[src/sv/xcr_pkg.sv]
// Shared types and constants of the XMODEM checksum receiver.
package xcr_pkg;

   localparam int unsigned ADDR_BITS     = 20;
   localparam int unsigned PAYLOAD_BYTES = 128;
   localparam int unsigned HEADER_BYTES  = 2;
   localparam logic [7:0]  CHECKSUM_POS  = 8'(HEADER_BYTES + PAYLOAD_BYTES);

   // Item kinds on the request channel.
   localparam logic [1:0] OP_START = 2'd0;
   localparam logic [1:0] OP_BYTE  = 2'd1;
   localparam logic [1:0] OP_TICK  = 2'd2;
   localparam logic [1:0] OP_WRITE = 2'd3;

   // Serial control characters.
   localparam logic [7:0] CH_SOH = 8'h01;
   localparam logic [7:0] CH_EOT = 8'h04;
   localparam logic [7:0] CH_ACK = 8'h06;
   localparam logic [7:0] CH_NAK = 8'h15;
   localparam logic [7:0] CH_CAN = 8'h18;

   // Transfer status codes.
   localparam logic [1:0] ST_OK        = 2'd0;
   localparam logic [1:0] ST_TIMEOUT   = 2'd1;
   localparam logic [1:0] ST_COMMS     = 2'd2;
   localparam logic [1:0] ST_PROG_FAIL = 2'd3;

   // Register indexes of the configuration port.
   localparam logic [1:0] REG_BASE_ADDRESS  = 2'd0;
   localparam logic [1:0] REG_RETRY_LIMIT   = 2'd1;
   localparam logic [1:0] REG_PREAMBLE_WAIT = 2'd2;
   localparam logic [1:0] REG_BYTE_WAIT     = 2'd3;

   localparam int unsigned QUEUE_DEPTH = 4;
   localparam int unsigned QPTR_BITS   = $clog2(QUEUE_DEPTH);
   localparam int unsigned QCNT_BITS   = $clog2(QUEUE_DEPTH + 1);

   typedef enum logic [4:0] {
      MODE_IDLE  = 5'b00001,
      MODE_WAIT  = 5'b00010,
      MODE_BLOCK = 5'b00100,
      MODE_WRITE = 5'b01000,
      MODE_DONE  = 5'b10000
   } mode_type;

   typedef struct packed {
      logic [7:0]  retry_limit;
      logic [15:0] preamble_wait_ticks;
      logic [15:0] byte_wait_ticks;
   } cfg_type;

   typedef struct packed {
      logic                 tx_valid;
      logic [7:0]           tx_byte;
      logic                 data_valid;
      logic [7:0]           data_byte;
      logic [6:0]           data_index;
      logic                 commit;
      logic [ADDR_BITS-1:0] commit_address;
      logic                 done_res;
      logic [1:0]           status;
      logic                 last;
   } rsp_type;

   typedef struct packed {
      rsp_type    res0;
      rsp_type    res1;
      logic [1:0] count;
   } step_out_type;

endpackage

[src/sv/xcr_align.sv]
// Reciprocal-multiply unit that aligns the base address down to a flash block.
module xcr_align
   import xcr_pkg::*;
#(
   parameter int unsigned FLASH_BLOCK_BYTES = 1024
) (
   input  logic                 clock,
   input  logic                 reset,
   input  logic                 load,
   input  logic [ADDR_BITS-1:0] load_value,
   output logic                 busy,
   output logic [ADDR_BITS-1:0] aligned
);

   // For every address below 2^ADDR_BITS the block index is (x * RECIP) >> SHIFT,
   // with SHIFT = ADDR_BITS + ceil(log2 of the block size) and RECIP = 2^SHIFT
   // divided by the block size, rounded up.
   localparam int unsigned     SHIFT      = ADDR_BITS + $clog2(FLASH_BLOCK_BYTES);
   localparam int unsigned     PW         = 2 * ADDR_BITS + 1;
   localparam longint unsigned RECIP_WIDE =
      ((64'd1 << SHIFT) + 64'(FLASH_BLOCK_BYTES) - 64'd1) / 64'(FLASH_BLOCK_BYTES);
   localparam logic [ADDR_BITS:0]   RECIP   = (ADDR_BITS+1)'(RECIP_WIDE);
   localparam logic [ADDR_BITS-1:0] DIVISOR = ADDR_BITS'(FLASH_BLOCK_BYTES);

   logic                 pending_ff;
   logic [ADDR_BITS-1:0] quot_ff;
   logic [ADDR_BITS-1:0] aligned_ff;
   logic [PW-1:0]        product;
   logic [ADDR_BITS-1:0] quot_in;

   // Block index of the new base address, registered when load is high.
   always_comb begin
      product = PW'(load_value) * PW'(RECIP);
      quot_in = ADDR_BITS'(product >> SHIFT);
   end

   // Then the block index scaled back up is registered as the aligned address.
   always_ff @(posedge clock) begin
      if (reset) begin
         pending_ff <= 1'b0;
         aligned_ff <= '0;
      end else if (load) begin
         pending_ff <= 1'b1;
         quot_ff    <= quot_in;
      end else if (pending_ff) begin
         pending_ff <= 1'b0;
         aligned_ff <= quot_ff * DIVISOR;
      end
   end

   assign busy    = pending_ff;
   assign aligned = aligned_ff;

endmodule

[src/sv/xcr_ctrl.sv]
// Protocol state registers and the per-word next-state and result logic.
module xcr_ctrl
   import xcr_pkg::*;
(
   input  logic                 clock,
   input  logic                 reset,
   input  logic                 fire,
   input  logic [1:0]           opcode,
   input  logic [7:0]           rx_byte,
   input  logic                 write_ok,
   input  cfg_type              cfg,
   input  logic [ADDR_BITS-1:0] base_aligned,
   output step_out_type         step_out
);

   mode_type             mode_ff,        mode_in;
   logic [7:0]           retries_ff,     retries_in;
   logic [15:0]          tick_ff,        tick_in;
   logic [7:0]           byte_pos_ff,    byte_pos_in;
   logic [7:0]           next_block_ff,  next_block_in;
   logic [7:0]           got_block_ff,   got_block_in;
   logic [7:0]           got_inv_ff,     got_inv_in;
   logic [7:0]           sum_ff,         sum_in;
   logic [ADDR_BITS-1:0] waddr_ff,       waddr_in;
   logic                 first_wait_ff,  first_wait_in;

   rsp_type     res0, res1;
   logic [1:0]  count;
   logic [16:0] tick_inc;
   logic [7:0]  retries_dec;
   logic        block_ok;

   function automatic rsp_type tx_word(input logic [7:0] ch);
      rsp_type r;
      r          = '0;
      r.tx_valid = 1'b1;
      r.tx_byte  = ch;
      return r;
   endfunction

   function automatic rsp_type done_word(input logic [1:0] st);
      rsp_type r;
      r          = '0;
      r.done_res = 1'b1;
      r.status   = st;
      return r;
   endfunction

   always_comb begin
      mode_in       = mode_ff;
      retries_in    = retries_ff;
      tick_in       = tick_ff;
      byte_pos_in   = byte_pos_ff;
      next_block_in = next_block_ff;
      got_block_in  = got_block_ff;
      got_inv_in    = got_inv_ff;
      sum_in        = sum_ff;
      waddr_in      = waddr_ff;
      first_wait_in = first_wait_ff;
      res0          = '0;
      res1          = '0;
      count         = 2'd0;

      tick_inc    = {1'b0, tick_ff} + 17'd1;
      retries_dec = (retries_ff != 8'd0) ? retries_ff - 8'd1 : 8'd0;
      block_ok    = (got_block_ff == next_block_ff) && (got_inv_ff == ~got_block_ff)
                    && (rx_byte == sum_ff);

      if (fire) begin
         unique case (opcode)
            OP_START: begin
               waddr_in      = base_aligned;
               next_block_in = 8'd1;
               first_wait_in = 1'b1;
               byte_pos_in   = 8'd0;
               sum_in        = 8'd0;
               got_block_in  = 8'd0;
               got_inv_in    = 8'd0;
               tick_in       = 16'd0;
               retries_in    = cfg.retry_limit;
               count         = 2'd1;
               if (cfg.retry_limit == 8'd0) begin
                  mode_in = MODE_DONE;
                  res0    = done_word(ST_TIMEOUT);
               end else begin
                  mode_in = MODE_WAIT;
                  res0    = tx_word(CH_NAK);
               end
            end
            OP_BYTE: begin
               if (mode_ff == MODE_WAIT) begin
                  first_wait_in = 1'b0;
                  if (rx_byte == CH_SOH) begin
                     mode_in     = MODE_BLOCK;
                     byte_pos_in = 8'd0;
                     sum_in      = 8'd0;
                     tick_in     = 16'd0;
                  end else if (rx_byte == CH_EOT) begin
                     mode_in = MODE_DONE;
                     res0    = tx_word(CH_ACK);
                     res1    = done_word(ST_OK);
                     count   = 2'd2;
                  end else begin
                     mode_in = MODE_DONE;
                     res0    = done_word(ST_COMMS);
                     count   = 2'd1;
                  end
               end else if (mode_ff == MODE_BLOCK) begin
                  tick_in = 16'd0;
                  if (byte_pos_ff == 8'd0) begin
                     got_block_in = rx_byte;
                     byte_pos_in  = byte_pos_ff + 8'd1;
                  end else if (byte_pos_ff == 8'd1) begin
                     got_inv_in  = rx_byte;
                     byte_pos_in = byte_pos_ff + 8'd1;
                  end else if (byte_pos_ff < CHECKSUM_POS) begin
                     res0.data_valid = 1'b1;
                     res0.data_byte  = rx_byte;
                     res0.data_index = 7'(byte_pos_ff - 8'(HEADER_BYTES));
                     count           = 2'd1;
                     sum_in          = sum_ff + rx_byte;
                     byte_pos_in     = byte_pos_ff + 8'd1;
                  end else if (block_ok) begin
                     res0.commit         = 1'b1;
                     res0.commit_address = waddr_ff;
                     count               = 2'd1;
                     mode_in             = MODE_WRITE;
                  end else begin
                     // Bad block: NAK, then fresh preamble waits or a timeout end.
                     res0       = tx_word(CH_NAK);
                     retries_in = cfg.retry_limit;
                     tick_in    = 16'd0;
                     if (cfg.retry_limit == 8'd0) begin
                        mode_in = MODE_DONE;
                        res1    = done_word(ST_TIMEOUT);
                        count   = 2'd2;
                     end else begin
                        mode_in = MODE_WAIT;
                        count   = 2'd1;
                     end
                  end
               end
            end
            OP_TICK: begin
               if (mode_ff == MODE_WAIT) begin
                  if (tick_inc >= {1'b0, cfg.preamble_wait_ticks}) begin
                     tick_in    = 16'd0;
                     retries_in = retries_dec;
                     if (retries_dec == 8'd0) begin
                        mode_in = MODE_DONE;
                        res0    = done_word(ST_TIMEOUT);
                        count   = 2'd1;
                     end else if (first_wait_ff) begin
                        res0  = tx_word(CH_NAK);
                        count = 2'd1;
                     end
                  end else begin
                     tick_in = tick_inc[15:0];
                  end
               end else if (mode_ff == MODE_BLOCK) begin
                  if (tick_inc >= {1'b0, cfg.byte_wait_ticks}) begin
                     // A byte timeout inside a block counts as a bad block.
                     res0       = tx_word(CH_NAK);
                     retries_in = cfg.retry_limit;
                     tick_in    = 16'd0;
                     if (cfg.retry_limit == 8'd0) begin
                        mode_in = MODE_DONE;
                        res1    = done_word(ST_TIMEOUT);
                        count   = 2'd2;
                     end else begin
                        mode_in = MODE_WAIT;
                        count   = 2'd1;
                     end
                  end else begin
                     tick_in = tick_inc[15:0];
                  end
               end
            end
            OP_WRITE: begin
               if (mode_ff == MODE_WRITE) begin
                  if (write_ok) begin
                     waddr_in      = waddr_ff + ADDR_BITS'(PAYLOAD_BYTES);
                     next_block_in = next_block_ff + 8'd1;
                     res0          = tx_word(CH_ACK);
                     retries_in    = cfg.retry_limit;
                     tick_in       = 16'd0;
                     if (cfg.retry_limit == 8'd0) begin
                        mode_in = MODE_DONE;
                        res1    = done_word(ST_TIMEOUT);
                        count   = 2'd2;
                     end else begin
                        mode_in = MODE_WAIT;
                        count   = 2'd1;
                     end
                  end else begin
                     mode_in       = MODE_DONE;
                     res0          = tx_word(CH_NAK);
                     res1          = tx_word(CH_CAN);
                     res1.done_res = 1'b1;
                     res1.status   = ST_PROG_FAIL;
                     count         = 2'd2;
                  end
               end
            end
         endcase
      end

      if (count == 2'd2) begin
         res1.last = 1'b1;
      end else if (count == 2'd1) begin
         res0.last = 1'b1;
      end
   end

   always_ff @(posedge clock) begin
      if (reset) begin
         mode_ff       <= MODE_IDLE;
         retries_ff    <= 8'd0;
         tick_ff       <= 16'd0;
         byte_pos_ff   <= 8'd0;
         next_block_ff <= 8'd1;
         got_block_ff  <= 8'd0;
         got_inv_ff    <= 8'd0;
         sum_ff        <= 8'd0;
         waddr_ff      <= '0;
         first_wait_ff <= 1'b1;
      end else begin
         mode_ff       <= mode_in;
         retries_ff    <= retries_in;
         tick_ff       <= tick_in;
         byte_pos_ff   <= byte_pos_in;
         next_block_ff <= next_block_in;
         got_block_ff  <= got_block_in;
         got_inv_ff    <= got_inv_in;
         sum_ff        <= sum_in;
         waddr_ff      <= waddr_in;
         first_wait_ff <= first_wait_in;
      end
   end

   assign step_out.res0  = res0;
   assign step_out.res1  = res1;
   assign step_out.count = count;

endmodule

[src/sv/xcr_outq.sv]
// Four-entry result queue: up to two words in a cycle, one out when ready.
module xcr_outq
   import xcr_pkg::*;
(
   input  logic         clock,
   input  logic         reset,
   input  step_out_type step_out,
   output logic         space_ok,
   output logic         out_valid,
   input  logic         out_ready,
   output rsp_type      out_word
);

   rsp_type              mem_ff [QUEUE_DEPTH];
   logic [QPTR_BITS-1:0] wr_ptr_ff, wr_ptr_in;
   logic [QPTR_BITS-1:0] rd_ptr_ff, rd_ptr_in;
   logic [QCNT_BITS-1:0] cnt_ff,    cnt_in;
   logic                 pop;

   assign pop       = out_valid && out_ready;
   assign out_valid = (cnt_ff != '0);
   assign out_word  = mem_ff[rd_ptr_ff];
   // Room for the largest burst one word can cause.
   assign space_ok  = (cnt_ff <= QCNT_BITS'(QUEUE_DEPTH - 2));

   always_comb begin
      wr_ptr_in = wr_ptr_ff + QPTR_BITS'(step_out.count);
      rd_ptr_in = rd_ptr_ff + QPTR_BITS'(pop);
      cnt_in    = cnt_ff + QCNT_BITS'(step_out.count) - QCNT_BITS'(pop);
   end

   always_ff @(posedge clock) begin
      if (step_out.count != 2'd0) begin
         mem_ff[wr_ptr_ff] <= step_out.res0;
      end
      if (step_out.count == 2'd2) begin
         mem_ff[wr_ptr_ff + QPTR_BITS'(1)] <= step_out.res1;
      end
   end

   always_ff @(posedge clock) begin
      if (reset) begin
         wr_ptr_ff <= '0;
         rd_ptr_ff <= '0;
         cnt_ff    <= '0;
      end else begin
         wr_ptr_ff <= wr_ptr_in;
         rd_ptr_ff <= rd_ptr_in;
         cnt_ff    <= cnt_in;
      end
   end

endmodule

[src/sv/xmodem_checksum_receiver.sv]
// Top level of the XMODEM checksum receiver with its configuration registers.
//
// The request stream carries one word per event: a start, a byte from the
// serial line, a time tick or the result of a flash write (kind in tuser).
// Each word updates the protocol state in the cycle it is accepted and may
// cause up to two result words: a control byte to send, a provisional payload
// byte, a commit request for a verified block, or the end of the transfer
// with its status. tlast marks the last result word caused by a request word.
// Results are written into the result queue as the request word is accepted.
// One request word is taken per cycle as long as the result queue has room
// for two words and no alignment is pending, so the receiver sustains one
// word per cycle while the response side keeps up. When the response side
// stalls, results pile up in the four-entry queue and req_tready falls once
// fewer than two slots are left; nothing is lost. Writing base_address starts
// a two-step alignment to the flash block size by reciprocal multiplication;
// req_tready stays low while the aligned address is formed.
// Reset clears the protocol state to idle, loads the register defaults and
// empties the queue; no alignment pass is needed after reset.
module xmodem_checksum_receiver
   import xcr_pkg::*;
#(
   parameter int unsigned FLASH_BLOCK_BYTES = 1024
) (
   input  logic        clock,
   input  logic        reset,

   input  logic        req_tvalid,
   output logic        req_tready,
   input  logic [15:0] req_tdata,   // rx_byte [7:0], write_ok [8], zero fill
   input  logic [1:0]  req_tuser,   // opcode [1:0]

   output logic        rsp_tvalid,
   input  logic        rsp_tready,
   output logic [47:0] rsp_tdata,   // tx_byte [7:0], data_byte [15:8],
                                    // data_index [22:16], commit_address [42:23],
                                    // status [44:43], zero fill
   output logic [3:0]  rsp_tuser,   // tx_valid [0], data_valid [1], commit [2],
                                    // done_res [3]
   output logic        rsp_tlast,

   input  logic        csr_psel,
   input  logic        csr_penable,
   input  logic        csr_pwrite,
   input  logic [3:0]  csr_paddr,
   input  logic [31:0] csr_pwdata,
   output logic [31:0] csr_prdata,
   output logic        csr_pready
);

   logic [ADDR_BITS-1:0] base_address_ff;
   logic [7:0]           retry_limit_ff;
   logic [15:0]          preamble_wait_ff;
   logic [15:0]          byte_wait_ff;

   logic                 csr_write;
   logic [1:0]           reg_index;
   logic                 base_load;
   logic                 align_busy;
   logic [ADDR_BITS-1:0] base_aligned;
   logic                 space_ok;
   logic                 req_fire;
   cfg_type              cfg;
   step_out_type         step_out;
   rsp_type              head;

   assign csr_pready = 1'b1;
   assign csr_write  = csr_psel && csr_penable && csr_pwrite;
   assign reg_index  = csr_paddr[3:2];
   assign base_load  = csr_write && (reg_index == REG_BASE_ADDRESS);

   always_ff @(posedge clock) begin
      if (reset) begin
         base_address_ff  <= '0;
         retry_limit_ff   <= 8'd10;
         preamble_wait_ff <= 16'd5000;
         byte_wait_ff     <= 16'd1000;
      end else if (csr_write) begin
         unique case (reg_index)
            REG_BASE_ADDRESS:  base_address_ff  <= csr_pwdata[ADDR_BITS-1:0];
            REG_RETRY_LIMIT:   retry_limit_ff   <= csr_pwdata[7:0];
            REG_PREAMBLE_WAIT: preamble_wait_ff <= csr_pwdata[15:0];
            REG_BYTE_WAIT:     byte_wait_ff     <= csr_pwdata[15:0];
         endcase
      end
   end

   always_comb begin
      unique case (reg_index)
         REG_BASE_ADDRESS:  csr_prdata = {{(32-ADDR_BITS){1'b0}}, base_address_ff};
         REG_RETRY_LIMIT:   csr_prdata = {24'd0, retry_limit_ff};
         REG_PREAMBLE_WAIT: csr_prdata = {16'd0, preamble_wait_ff};
         REG_BYTE_WAIT:     csr_prdata = {16'd0, byte_wait_ff};
      endcase
   end

   assign cfg.retry_limit         = retry_limit_ff;
   assign cfg.preamble_wait_ticks = preamble_wait_ff;
   assign cfg.byte_wait_ticks     = byte_wait_ff;

   // The aligned start address is worked out once per base_address write.
   xcr_align #(
      .FLASH_BLOCK_BYTES(FLASH_BLOCK_BYTES)
   ) u_align (
      .clock      (clock),
      .reset      (reset),
      .load       (base_load),
      .load_value (csr_pwdata[ADDR_BITS-1:0]),
      .busy       (align_busy),
      .aligned    (base_aligned)
   );

   assign req_tready = space_ok && !align_busy;
   assign req_fire   = req_tvalid && req_tready;

   xcr_ctrl u_ctrl (
      .clock        (clock),
      .reset        (reset),
      .fire         (req_fire),
      .opcode       (req_tuser),
      .rx_byte      (req_tdata[7:0]),
      .write_ok     (req_tdata[8]),
      .cfg          (cfg),
      .base_aligned (base_aligned),
      .step_out     (step_out)
   );

   xcr_outq u_outq (
      .clock     (clock),
      .reset     (reset),
      .step_out  (step_out),
      .space_ok  (space_ok),
      .out_valid (rsp_tvalid),
      .out_ready (rsp_tready),
      .out_word  (head)
   );

   assign rsp_tdata = {3'd0, head.status, head.commit_address, head.data_index,
                       head.data_byte, head.tx_byte};
   assign rsp_tuser = {head.done_res, head.commit, head.data_valid, head.tx_valid};
   assign rsp_tlast = head.last;

endmodule

[config.mk]
export PLATFORM = sky130hd
export DESIGN_NAME = xmodem_checksum_receiver
export DESIGN_NICKNAME = d
export VERILOG_FILES = /design/src/sv/xcr_pkg.sv /design/src/sv/xcr_align.sv /design/src/sv/xcr_ctrl.sv /design/src/sv/xcr_outq.sv /design/src/sv/xmodem_checksum_receiver.sv
export SDC_FILE = /design/constraint.sdc
export NUM_CORES = 1
export LEC_CHECK = 0
export BUFFER_PORTS_ARGS = -buffer_cell sky130_fd_sc_hd__buf_2
export CAP_MARGIN = 20
export CORE_ASPECT_RATIO = 1.4
export CORE_MARGIN = 4
export CORE_UTILIZATION = 60
export DETAILED_ROUTE_END_ITERATION = 12
export GPL_ROUTABILITY_DRIVEN = 1
export GPL_TIMING_DRIVEN = 0
export HOLD_SLACK_MARGIN = 0.03
export PLACE_DENSITY_LB_ADDON = 0.25
export SKIP_LAST_GASP = 1
export SLEW_MARGIN = 15
export SYNTH_ARGS = -nofsm -noshare
export SYNTH_HDL_FRONTEND = slang
export SYNTH_SLANG_ARGS = --single-unit
export TNS_END_PERCENT = 1
[constraint.sdc]
create_clock -name clock -period 5.3 [get_ports clock]
set_input_delay 0.265 -clock clock [delete_from_list [all_inputs] [get_ports clock]]
set_output_delay 0.265 -clock clock [all_outputs]
set_load 0.01 [all_outputs]
## Yosys cells after proc, flatten, opt, wreduce, memory -nomap -nowiden

Memory sizes are Yosys's and may differ from the RTL's. A register that Yosys moved wholly into a read port is not among the register bits.
Index checks and enable logic that the tools add are counted.

| operators by class | value |
|---|---|
| reductions and logical operators | 34 |
| bitwise logic cells | 3 |
| add/subtract/negate cells | 12 |
| mux-type cells | 137 |
| equality and inequality tests | 39 |
| magnitude comparators | 4 |

Operators by type and width:

| operator | number |
|---|---|
| $mux 50 | 28 |
| $mux 8 | 33 |
| $pmux 50 s4 | 1 |
| $mux 16 | 10 |
| $pmux 50 s3 | 1 |
| $pmux 32 s4 | 1 |
| $pmux 8 s2 | 5 |
| $mux 5 | 15 |
| $pmux 16 s4 | 1 |
| $mux 25 | 2 |
| $mux 46 | 1 |
| $mux 20 | 2 |
| $pmux 20 s2 | 1 |
| $mux 2 | 18 |
| $ge 17x16->1 | 2 |
| $pmux 8 s4 | 1 |
| $eq 8x8->1 | 3 |
| $logic_not 8->1 | 3 |
| $mux 21 | 1 |
| $add 20x8->20 const B | 1 |
| $pmux 5 s4 | 1 |
| $add 16x1->17 const B | 1 |
| $add 8x1->8 const B | 2 |
| $eq 8x1->1 const B | 2 |
| 43 further kinds | 93 |

| word-level totals | value |
|---|---|
| register bits | 178 |
| memories | 1 |
| word-level logic and storage cells | 250 |
| memory bits (writable) | 200 |

Memories:

| memory | words | bits a word | rd ports | clocked after Yosys merged registers in | write ports | line | source |
|---|---|---|---|---|---|---|---|
| u_outq.mem_ff | 4 | 50 | 1 | 1 | 2 | xcr_outq.sv:14 | `rsp_type mem_ff [QUEUE_DEPTH];` |

## Logic depth before layout (Yosys ltp)

Gate-level depths: netlist of run 1.

| logic depth | value |
|---|---|
| depth after elaboration | 15 |
| gate-level depth with buffers | 20 |
| depth with buffers taken out | 19 |

## Hierarchy

From an unflattened synthesis of run 1, not the netlist that was laid out.

| second synthesis, totals | value |
|---|---|
| cells, all modules | 1770 |
| area total of the unflattened synthesis | 20998.9 um^2 |

Modules (own cells, without submodules):

| module | instances | sequential area each (um^2) | area an instance (um^2) | cells each |
|---|---|---|---|---|
| xcr_outq | 1 | 6145.9 | 10254.8 | 530 |
| xcr_ctrl | 1 | 1801.7 | 6726.5 | 881 |
| xmodem_checksum_receiver | 1 | 1201.2 | 3015.4 | 289 |
| xcr_align | 1 | 520.5 | 1002.2 | 70 |

## Worst setup path after synthesis of run 1

Ideal clock, no wire load.

| timing | value |
|---|---|
| path type | register to register |
| start | reg u_ctrl.tick_ff[0] |
| end | reg u_outq.cnt_ff[2] |
| period minus slack after synthesis | 4.484 ns |
| arrival time | 4.357 ns |
| data required time | 5.172 ns |
| setup time | 0.128 ns |
| setup slack | 0.816 ns |
| stages on the path, launching flop included | 19 |
| path through | dfxtp_1 > ha_1 > nand3_1 > nor3_1 > nand3_1 > xnor2_1 > ha_1 > and4_1 > nand3_1 > a311o_1 > a31oi_1 > nand2_1 > a21oi_1 > o21ai_0 > ha_1 > fa_1 > xnor2_1 > xnor2_1 > nor2_1 |

| between the ends | value |
|---|---|
| longest elaborated chain between the ends | 9 |
| elaborated cells between the ends (all ways) | 11 |
| those cells by class | 3 x add/sub; 2 x order compare; 6 x mux |

Ends and longest elaborated chain:

| what | line | source |
|---|---|---|
| start, declared | xcr_ctrl.sv:18 | `logic [15:0] tick_ff, tick_in;` |
| start signal, assigned | xcr_ctrl.sv:230 | `tick_ff <= tick_in;` |
| $add 16x1->17 * | xcr_ctrl.sv:64 | `tick_inc = {1'b0, tick_ff} + 17'd1;` |
| $ge 17x16->1 | xcr_ctrl.sv:161 | `if (tick_inc >= {1'b0, cfg.byte_wait_ticks}) begin` |
| $mux 2 | xcr_ctrl.sv:161 |  |
| $mux 2 | xcr_ctrl.sv:160 | `end else if (mode_ff == MODE_BLOCK) begin` |
| $mux 2 * | xcr_ctrl.sv:145 | `if (mode_ff == MODE_WAIT) begin` |
| $pmux 2 s4 * | xcr_ctrl.sv:70 | `unique case (opcode)` |
| $mux 2 * | xcr_ctrl.sv:69 | `if (fire) begin` |
| $add 3x2->3 * | xcr_outq.sv:29 | `cnt_in = cnt_ff + QCNT_BITS'(step_out.count) - QCNT_BITS'(pop);` |
| $sub 3x1->3 * | xcr_outq.sv:29 |  |
| end signal, assigned | xcr_outq.sv:49 | `cnt_ff <= cnt_in;` |
| end, declared | xcr_outq.sv:17 | `logic [QCNT_BITS-1:0] cnt_ff, cnt_in;` |

Mark *: on every way between the ends. The rest lies on a longest branch, timed or not.
A chain may end at the register's enable or synchronous reset.

## Worst setup path in the final report of run 1

Same ends and word-level chain as after synthesis.

==> out/results.txt, run 1 <==
Status: finished, final reports clean
Die width: 148 microns
Routed len/inst: 19.6 microns
Sequential area share after synthesis: 43.2%
XOR/XNOR share of the synthesized area: 2.46%
Max_cap viols: 0
CP max stage cell: dfxtp_1
Critical path peak fanout: 6
Core area: 26,900 sq um
Initial antenna violation count: 2
Tcrit/Tclk final: 95.4%
Worst Setup Path Type: reg -> reg
Actual slew at the worst max-slew pin: 1.17 ns
Post-route DRC violation count: 0
Synth top area share: 36.3%
CTS tree: yes
Slew HR: 21.7%
Routed vias/inst: 6.05
Crit-path cells: ha_1 -> nand3_1 -> nor3_4 -> nand3_1 -> xnor2_2 -> ha_1 -> and4_1 -> nand3_1 -> a311o_1 -> a31oi_4 -> nand2_1 -> a21oi_4 -> o21ai_2 -> ha_1 -> fa_1 -> xnor2_1 -> xnor2_1 -> nor2_1
Largest family of logic cells by synthesized area: simple AND/OR/NAND/NOR gates
Mapped Cells: 1,732
Maximum operating frequency: 198 MHz
CP Launch Type: flop
Clock power frac: 38.9%
Number of global-route vias before repair: 13,900
Clock net sink count: 335
Reg power frac: 47.5%
DR pass1 iterations: 5
Area growth, synth to finish: 14.4%
Die area: 30,100 sq um
Post-route ant nets: 0
Hold Vio Cnt, Final: 0
Post-synthesis compound-gate area fraction: 14.8%
Yosys reg bits: 335
Root Buffer: clkbuf_16
Cell variety after synth: 75
WP data arrival: 5.48 ns
# H-tree levels: 1
First-pass GRT wire length: 71,900 microns
Critical path data required time: 5.72 ns
Die height: 204 microns
Final min period: 5.05 ns
Adder-Cell Fraction of Synth Area: 4.35%
Overflow after GRT: 0
Synth top area cells: dfxtp_1 36%, edfxtp_1 7.0%, nand2_1 6.8%
Async SR Flop Fraction: 0%
Final Skew: 0.0126 ns
Worst ir drop on vdd: 264 uV
Syn. warnings: 0
Vias: 13,900
Met2 Use GR: 54.1%
Pin count of the biggest net entering global routing: 16
Synth cell count leaders: 297 x dfxtp_1, 296 x nand2_1, 118 x nor2_1, 106 x a21oi_1, 95 x mux2i_1
Most used routing layer in global routing: met2
Simple-gate area share of the yosys netlist: 17.3%
DP Wirelength: 32,800 microns
Setup violators final: 0
Net Sw Power: 1.45 mW
Mapped Area: 16,400 sq um
Count leader, synth: dfxtp_1
Share of cells above drive strength 1: 14.9%
Post-route setup TNS: 0 ns
Post-synth EDFFs: 38
Syn Area/Cell: 9.47 sq um
Grt met1 use: 33.7%
Starting density of the core: 60.9%
Cell row count: 71
Sw Share: 26.0%
CP endpoint kind: flop
Final Util: 69.7%
Gr usage total: 29.3%
Synth area leader: dfxtp_1
Mux contribution to synthesized area: 12.6%
Worst-path clk slew: 0.07 ns
Part of the power in combinational logic: 13.6%
PwrDens: 297 nW/um^2
Grt met3 use: 4.00%
Top Ports: 149
Initial detailed-routing violation count: 1,064
Count of input and output buffers: 105
Max-slew violation total from the final report: 0
Hold Path Class: in -> reg
Layout Nets: 2,026
Worst path max stage delay: 0.46 ns
Prevailing post-synth register cell: dfxtp_1
Power Internal: 4.13 mW
CTS Buffer Depth: 3
Later-pin clock latency in the skew report: 0.57 ns
Final Instance Area: 18,800 sq um
Leakage: 7.73 nW
Final WL: 45,000 microns
CTS buffer count: 31
Global placer's final weighted congestion: 0.934
Area after DPL: 17,400 sq um
-- worst paths after layout --
check	to	slack [ns]	cells after the start	start
min reg2reg	u_outq.mem_ff[3][24]	0.45	1	u_outq.mem_ff[3][24]
max reg2reg	u_outq.cnt_ff[2]	0.25	18	u_ctrl.tick_ff[0]
max	u_outq.cnt_ff[2]	0.25	18	u_ctrl.tick_ff[0]
min	u_outq.mem_ff[3][36]	0.04	2	req_tdata[4]
-- layout make-up --
type	count	area (sq um)
buffer	123	644
clock inverter	8	55.1
timing repair buffer	128	748
antenna	1	2.50
tap	365	457
fill	2081	8160
sequential	335	7090
inverter	54	203
multi-input combinational	1237	8630
clock buffer	48	933
-- metal layers --
| metal | up-vias | wire length (microns) |
|---|---|---|
| met5 | - | 17 |
| met4 | 4 | 2000 |
| met3 | 159 | 2690 |
| met2 | 552 | 23400 |
| met1 | 6659 | 16900 |
| li1 | 6543 | - |
-- cell usage in the layout (no fill, tap or decap), drive strengths merged, types with 24 or more instances in the layout --
master	n
dfxtp	297
nand2	296
buf	163
nor2	118
clkbuf	115
a21oi	106
mux2i	95
inv	54
ha	53
o21ai	50
mux4	49
a22o	48
nand3	48
edfxtp	38
and2	28
xnor2	25
o2bb2ai	24
-- logic make-up (layout without fill, tap and decap cells) --
kind of cell             after synthesis  after routing
AO/OA/AOI/OAI                        353            353
XOR/XNOR                              46             46
adder cells (fa/ha/maj)               56             56
buffers and inverters                177            361
flip-flops                           335            335
multiplexers                         145            145
other                                  2             20
AND/OR/NAND/NOR                      618            618
-- sequential cells by signal, indices dropped and copies added (netlist names), 10 cells and up --
| signal | count |
|---|---|
| u_outq.mem_ff | 164 |
| preamble_wait_ff | 16 |
| base_address_ff | 20 |
| u_align.aligned | 10 |
| u_align.quot_ff | 10 |
| byte_wait_ff | 16 |
| u_ctrl.waddr_ff | 13 |
| u_ctrl.tick_ff | 16 |
-- worst max-delay path, delay by kind of cell, from the launching register on --
family | cells | cell delay, ns
DFF | 1 | 0.46
and+or+nand+nor | 7 | 1.47
adders and majority gates | 4 | 1.37
xor gates and xnor gates | 3 | 0.53
AOI/OAI and AO/OA | 4 | 1.04
-- power by group through the flow --
stage | Sequential [mW] | Combinational [mW] | Clock (mW)
floorplan | 2.69 | 0.528 | 0
global placement | 2.70 | 0.727 | 0
detailed placement | 2.70 | 0.741 | 0
CTS | 2.65 | 0.757 | 2.18
global route | 2.65 | 0.830 | 2.28
finish | 2.65 | 0.760 | 2.17
-- timing repair --
action | CTS | global route
resized for setup | 4 | 14
endpoints found under the hold margin | 71 | 0
hold buffers | 21 | 0
setup endpoints to repair | 2 | 15
gates cloned | 0 | 0
pin swaps | 0 | 2
buffers inserted | 0 | 1
-- per-stage QoR --
| stage | power, mW | hold WS [ns] | setup slack (ns) | cells |
|---|---|---|---|---|
| after global routing | 5.77 | 0.0448 | -0.0380 | 2298 |
| after floorplan | 3.22 | 0.364 | 0.816 | 1749 |
| after detailed placement | 3.44 | 0.439 | -0.315 | 2219 |
| after CTS | 5.58 | 0.0320 | 0.0946 | 2296 |
| final | 5.57 | 0.0416 | 0.245 | 2299 |
| after global placement | 3.43 | 0.429 | -0.177 | 2219 |
(Power assumes the default switching activity.)
==> inputs of run 2 (changes only) <==
- HOLD_SLACK_MARGIN: 0.03 -> default
- RECOVER_POWER: default -> 50
- clock period: 5.3 -> 5.2 ns (I/O delays scaled with it)
==> run 2 against run 1 <==
  * Global-route usage about the same
  * Sequential cell count unchanged
  * Clock skew down 0.0030 ns
  * Power up 1.8%
  * Worst hold slack worse by 0.0068 ns
  * Critical path depth unchanged
  * Design area down 0.51%
  * Wire length about the same
  * Utilization down 0.35 points
  * Sequential share of layout area up 0.19 points
  * Highest routed layer unchanged
  * Die area unchanged
  * Largest cell class unchanged
==> out/results.txt, run 2 (synthesized netlist as in run 1, its figures left out) <==
Vias: 13,900 (+0.12%)
Part of the power in combinational logic: 13.4% (-0.2 points)
Area growth, synth to finish: 13.8%
Max_cap viols: 0 (unchanged)
Pwr Total: 5.67 mW (+1.8%)
# H-tree levels: 1 (unchanged)
Status: finished, final reports clean
CTS buffer count: 31 (unchanged)
Max reg flops: 164 (unchanged)
WP data arrival: 5.34 ns (-0.14 ns)
Die height: 204 microns (unchanged)
Post-route ant nets: 0 (unchanged)
Worst ir drop on vdd: 271 uV (+2.8%)
Final WL: 45,000 microns (about the same)
Leakage: 7.47 nW (-3.4%)
Count of input and output buffers: 105 (unchanged)
Worst slack, placed: -0.415 ns (-0.100 ns)
Worst Setup Path Type: reg -> reg
Pin count of the biggest net entering global routing: 16 (unchanged)
Share of cells above drive strength 1: 11.4% (-3.5 points)
Power Internal: 4.19 mW (+1.6%)
Reg power frac: 47.6% (about the same)
Final Instance Area: 18,700 sq um (-0.51%)
Commonest non-fill, non-tap cell in the layout: dfxtp_1
Setup WS post-layout: 0.280 ns (+0.0352 ns)
Routed vias/inst: 6.06 (+0.17%)
Gr usage total: 29.3% (about the same)
Area of the multi-input gates: 8630 sq um (about the same)
PwrDens: 304 nW/um^2 (+2.3%)
Register area: 7090 sq um (unchanged)
FILL cells: 2,126 (+2.2%)
Later-pin clock latency in the skew report: 0.56 ns (about the same)
CP endpoint kind: flop
Hold path startpoint: req_tdata[1]
RSZ-0062 raised after global routing: false
Slew HR: 10.8% (-11 points)
Die width: 148 microns (unchanged)
R2r startpoint: u_ctrl.tick_ff[0]
Overflow after GRT: 0 (unchanged)
Global placer's final weighted congestion: 0.934 (unchanged)
Maximum operating frequency: 203 MHz (+2.7%)
Clock net sink count: 335 (unchanged)
Area after DPL: 17,400 sq um (unchanged)
Number of global-route vias before repair: 13,900 (-0.086%)
DR pass1 iterations: 5 (unchanged)
Clock power frac: 39.0% (about the same)
Setup violators final: 0 (unchanged)
Critical path data required time: 5.62 ns (-0.10 ns)
Root Buffer: clkbuf_16
CTS tree: yes
Commonest cells after routing, fill and taps aside: 297 x dfxtp_1, 296 x nand2_1, 147 x clkbuf_1
Die area: 30,100 sq um (unchanged)
Net Sw Power: 1.48 mW (+2.2%)
DP Wirelength: 32,800 microns (unchanged)
Layout Nets: 2,025 (-0.049%)
Initial antenna violation count: 2 (unchanged)
Critical path peak fanout: 6 (unchanged)
Initial detailed-routing violation count: 1,012 (-4.9%)
Hold slack: 0.0348 ns (-0.00678 ns)
Largest reg by FF count: u_outq.mem_ff
Post-route DRC violation count: 0 (unchanged)
First-pass GRT wire length: 71,900 microns (about the same)
Tcrit/Tclk final: 94.6% (-0.77 points)
CP Launch Type: flop
Actual slew at the worst max-slew pin: 1.32 ns (+0.158 ns)
Top Ports: 149 (unchanged)
Final min period: 4.92 ns (-0.135 ns)
Routed len/inst: 19.6 microns (about the same)
Max-slew violation total from the final report: 0 (unchanged)
Largest regs: u_outq.mem_ff: 164 flops, base_address_ff: 20 flops
Cell row count: 71 (unchanged)
Hold Path Class: in -> reg
Core area: 26,900 sq um (unchanged)
Final Skew: 0.00957 ns (-0.00302 ns)
Sw Share: 26.1% (+0.11 points)
Hold Vio Cnt, Final: 0 (unchanged)
CTS Buffer Depth: 3 (unchanged)
Worst-path clk slew: 0.07 ns (about the same)
Setup crit start: u_ctrl.tick_ff[0]
Starting density of the core: 60.9% (unchanged)
## run 2: repair_timing
action,CTS,global route
endpoints found under the hold margin,65,0
pin swaps,0,2
setup buffers,0,2
endpoints found under the setup margin,16,40
gates resized for setup,5,13
hold buffers,20,0
## run 2: per-stage QoR
| stage | std cells | util [%] | setup TNS, ns |
|---|---|---|---|
| floorplan | 1749 | - | 0 |
| global placement | 2219 | 64.8 | -0.346 |
| detailed placement | 2219 | 64.8 | -1.16 |
| CTS | 2295 | 69.3 | 0 |
| global route | 2297 | 69.3 | 0 |
| finish | 2298 | 69.3 | 0 |
## run 2: power groups by stage
stage / clock [mW] / sequential, mW / combinational (mW)
floorplan: 0 / 2.74 / 0.538
global placement: 0 / 2.75 / 0.741
detailed placement: 0 / 2.75 / 0.755
CTS: 2.22 / 2.70 / 0.771
global route: 2.33 / 2.70 / 0.836
finish: 2.21 / 2.70 / 0.763
## run 2: cell type report
class                           instances  share of cell area, %
Clock inverter                          8                  0.295
Clock buffer                           48                   5.00
Buffer                                122                   3.43
Multi-Input combinational cell       1237                   46.2
Antenna cell                            1                 0.0134
Sequential cell                       335                   38.0
Tap cell                              365                   2.45
Inverter                               54                   1.09
Timing Repair Buffer                  128                   3.55
## run 2: per-layer routing
layer  vias to the layer above  global-route usage (%)  share of wire (%)
met5                         -                       0              0.036
met4                         4                    12.7                4.3
met3                       148                    3.98                6.2
met2                       569                    54.2                 52
met1                      6681                    33.7                 37
li1                       6532                       -                  -
## run 2: final timing paths
| check | endpoint | slack (ns) | cells after the start |
|---|---|---|---|
| max | u_outq.cnt_ff[2] | 0.28 | 18 |
| min | u_outq.mem_ff[1][33] | 0.03 | 2 |
| max reg2reg | u_outq.cnt_ff[2] | 0.28 | 18 |
| min reg2reg | u_outq.mem_ff[3][24] | 0.45 | 1 |
## run 2: worst max-delay path: stages, from the launching register on
cell and delay [ns]:
dfxtp_1 0.47, ha_1 0.29, nand3_2 0.21, nor3_4 0.34, nand3_1 0.17, xnor2_2 0.19, ha_1 0.31, and4_1 0.19
nand3_1 0.22, a311o_1 0.45, a31oi_4 0.24, nand2_1 0.15, a21oi_4 0.23, o21ai_2 0.12, ha_1 0.35, fa_1 0.44
xnor2_1 0.18, xnor2_1 0.15, nor2_1 0.05
==> inputs of run 3 (changes only) <==
- ABC_AREA: default -> 1
==> run 3 against run 2 <==
  * Combinational power increased by 100%
  * Design area grew 3.0%
  * Via count grew 21%
  * Non-clock buffer count up 12
  * Sequential share of layout area shrank 1.1 points
  * Fmax is 8.6% higher
  * Critical endpoint is now u_outq.mem_ff[0][49]
  * Largest cell class unchanged
==> out/results.txt, run 3 <==
Top Ports: 149 (unchanged)
Adder-Cell Fraction of Synth Area: 4.09% (-0.26 points)
Final Util: 67.9% (-1.5 points)
Post-synth EDFFs: 38 (unchanged)
Count of input and output buffers: 107 (+1.9%)
Reg power frac: 41.6% (-6.0 points)
Syn Area/Cell: 7.30 sq um (-23%)
CTS buffer count: 34 (+9.7%)
Status: finished, final reports clean
Largest regs: u_outq.mem_ff: 164 flops, base_address_ff: 20 flops
Global placer's final weighted congestion: 1.02 (+8.9%)
Worst-path clk slew: 0.06 ns (about the same)
Largest family of logic cells by synthesized area: simple AND/OR/NAND/NOR gates
Die height: 208 microns (+2.3%)
CP endpoint kind: flop
Sw Share: 32.8% (+6.7 points)
Cell variety after synth: 56 (-25%)
Root Buffer: clkbuf_16
Net Sw Power: 2.17 mW (+46%)
Tcrit/Tclk final: 87.1% (-7.5 points)
Syn. warnings: 0 (unchanged)
Core area: 28,300 sq um (+5.2%)
Synth cell count leaders: 367 x nand2_1, 328 x nand3_1, 308 x nor2_1, 297 x dfxtp_1, 208 x o21ai_0
RSZ-0062 raised after global routing: false
Setup WS post-layout: 0.671 ns (+0.391 ns)
Mapped Area: 17,200 sq um (+4.8%)
Pwr Total: 6.60 mW (+16%)
Simple-gate area share of the yosys netlist: 28.9% (+12 points)
Max_cap viols: 0 (unchanged)
Post-CTS setup buffer count: 0 (unchanged)
Final std cells w/o fill: 2,920 (+27%)
Actual slew at the worst max-slew pin: 1.04 ns (-0.286 ns)
Max-slew violation total from the final report: 0 (unchanged)
Number of global-route vias before repair: 16,600 (+19%)
PwrDens: 343 nW/um^2 (+13%)
Overflow after GRT: 0 (unchanged)
Worst slack, placed: 0.784 ns (+1.20 ns)
Gr usage total: 33.0% (+3.7 points)
Post-route DRC violation count: 0 (unchanged)
Setup crit start: u_ctrl.tick_ff[0]
Final Instance Area: 19,200 sq um (+3.0%)
Initial antenna violation count: 2 (unchanged)
Max reg flops: 164 (unchanged)
Clock power frac: 34.7% (-4.3 points)
Synth top area cells: dfxtp_1 35%, nand3_1 9.6%, nand2_1 8.0%
First-pass GRT wire length: 83,700 microns (+16%)
Share of cells above drive strength 1: 7.55% (-3.8 points)
Clock net sink count: 335 (unchanged)
Final Skew: 0.0168 ns (+0.00719 ns)
R2R Setup Slk: 0.67 ns (+0.39 ns)
Mapped Cells: 2,352 (+36%)
Final min period: 4.53 ns (-0.391 ns)
Placed Cells: 2,851 (+28%)
Die area: 31,400 sq um (+4.5%)
Critical path peak fanout: 10 (+4)
Worst Setup Path Type: reg -> reg
Post-synthesis compound-gate area fraction: 14.4% (-0.49 points)
Commonest non-fill, non-tap cell in the layout: nand2_1
Starting density of the core: 60.7% (-0.25 points)
Worst ir drop on vdd: 286 uV (+5.4%)
Pin count of the biggest net entering global routing: 15 (-1)
Die width: 151 microns (+2.2%)
CP Launch Type: flop
Initial detailed-routing violation count: 1,307 (+29%)
Later-pin clock latency in the skew report: 0.52 ns (-0.04 ns)
Setup violators final: 0 (unchanged)
Worst Setup EP: u_outq.mem_ff[0][49]
Yosys reg bits: 335 (unchanged)
Mux contribution to synthesized area: 0% (-13 points)
# H-tree levels: 2 (+1)
Layout Nets: 2,638 (+30%)
Routed len/inst: 18.1 microns (-7.4%)
Sequential area share after synthesis: 41.2% (-2.0 points)
Post-route setup TNS: 0 ns (unchanged)
Count leader, synth: nand2_1
Vias: 16,900 (+21%)
Final WL: 52,900 microns (+18%)
Cell row count: 73 (+2.8%)
Routed vias/inst: 5.79 (-4.5%)
WP data arrival: 4.71 ns (-0.63 ns)
Hold Vio Cnt, Final: 0 (unchanged)
Synth top area share: 34.6% (-1.6 points)
Area after DPL: 18,200 sq um (+4.6%)
Largest reg by FF count: u_outq.mem_ff
Area growth, synth to finish: 11.9%
Slew HR: 30.2% (+19 points)
R2r startpoint: u_ctrl.tick_ff[0]
Async SR Flop Fraction: 0% (unchanged)
Commonest cells after routing, fill and taps aside: 368 x nand2_1, 328 x nand3_1, 311 x nor2_1
Maximum operating frequency: 221 MHz (+8.6%)
Power Internal: 4.43 mW (+5.6%)
DR pass1 iterations: 6 (+1)
Leakage: 8.43 nW (+13%)
Part of the power in combinational logic: 23.7% (+10 points)
Reg2Reg Depth: 22 (+4)
Prevailing post-synth register cell: dfxtp_1
Hold slack: 0.0304 ns (-0.00443 ns)
DP Wirelength: 40,500 microns (+23%)
CTS Buffer Depth: 3 (unchanged)
Synth area leader: dfxtp_1
XOR/XNOR share of the synthesized area: 1.89% (-0.57 points)
Post-route ant nets: 0 (unchanged)
Reg-to-reg endpoint: u_outq.mem_ff[0][49]
Hold Path Class: in -> reg
CTS tree: yes
Critical path data required time: 5.38 ns (-0.24 ns)
[run 3: cell count changes in the layout (fill, tap and decap cells not counted), sizes merged, moves of 24 or more]
cell	before	now
o21ai	50	211
nand3	48	340
and2	28	1
nor2	118	319
nand2	296	380
a22o	48	1
inv	54	213
o2bb2ai	24	0
mux4	49	0
o22ai	15	41
mux2i	95	0
[run 3: timing repair]
| action | 4_1_cts | 5_1_grt |
|---|---|---|
| gates resized for setup | 0 | 0 |
| hold buffers | 10 | 0 |
| hold endpoints to repair | 14 | 0 |
[run 3: cells by family (layout without fill, tap and decap cells)]
family,after synthesis,in the layout
XOR/XNOR,37,37
buffers and inverters,362,537
AO/OA/AOI/OAI,443,443
other,2,20
flip-flops,335,335
AND/OR/NAND/NOR,1118,1118
adder cells (fa/ha/maj),55,55
[run 3: worst max-delay path, stage by stage (launching register included)]
cell and delay [ns]:
dfxtp_1 0.45, ha_1 0.25, nand3_2 0.15, nor2_4 0.19, inv_1 0.08, nor3_1 0.22
nand4_1 0.15, xnor2_1 0.31, ha_1 0.32, nand3_1 0.11, nor2_1 0.05, nand2_1 0.05
nor2_1 0.04, nor2_1 0.07, nand2_1 0.07, nor2_1 0.20, nand2_2 0.11, nand4_2 0.10
nand2_2 0.08, o21ai_4 0.32, inv_2 0.18, nand2_2 0.32, nand2_1 0.35
[run 3: power groups by stage]
stage / logic, mW / clock network (mW) / registers, mW
2_1_floorplan: 1.03 / 0 / 2.78
3_3_place_gp: 1.55 / 0 / 2.79
3_5_place_dp: 1.58 / 0 / 2.80
4_1_cts: 1.60 / 2.30 / 2.74
5_1_grt: 1.72 / 2.41 / 2.75
6_report: 1.56 / 2.29 / 2.74
[run 3: area by class of cell]
cell class	count	area [sq um]
Tap cell	375	469
Clock inverter	15	87.6
Timing Repair Buffer	117	534
Antenna cell	1	2.50
Sequential cell	335	7090
Buffer	145	805
Clock buffer	43	916
Multi-Input combinational cell	1672	8500
Inverter	217	815
Fill cell	2503	9090
[run 3: worst min-delay path by stage]
stage / cells past startpoint / startpoint / slack, ns / endpoint
6_report: 3 / csr_pwdata[5] / 0.03 / base_address_ff[5]
5_1_grt: 3 / csr_pwdata[7] / 0.03 / byte_wait_ff[7]
4_1_cts: 1 / csr_pwdata[13] / 0.0008 / u_align.quot_ff[3]
3_5_place_dp: 2 / u_outq.mem_ff[3][10] / 0.42 / u_outq.mem_ff[3][10]
3_3_place_gp: 2 / u_outq.mem_ff[2][10] / 0.42 / u_outq.mem_ff[2][10]
2_1_floorplan: 0 / csr_pwdata[10] / 0.36 / u_align.quot_ff[0]
[run 3: routing by layer]
metal / routed length, microns / part of all wire (%) / track usage, %
met5: 11 / 0.021 / 0
met3: 3560 / 6.7 / 4.90
met2: 27400 / 52 / 60.4
met4: 3470 / 6.6 / 20.7
met1: 18500 / 35 / 34.7
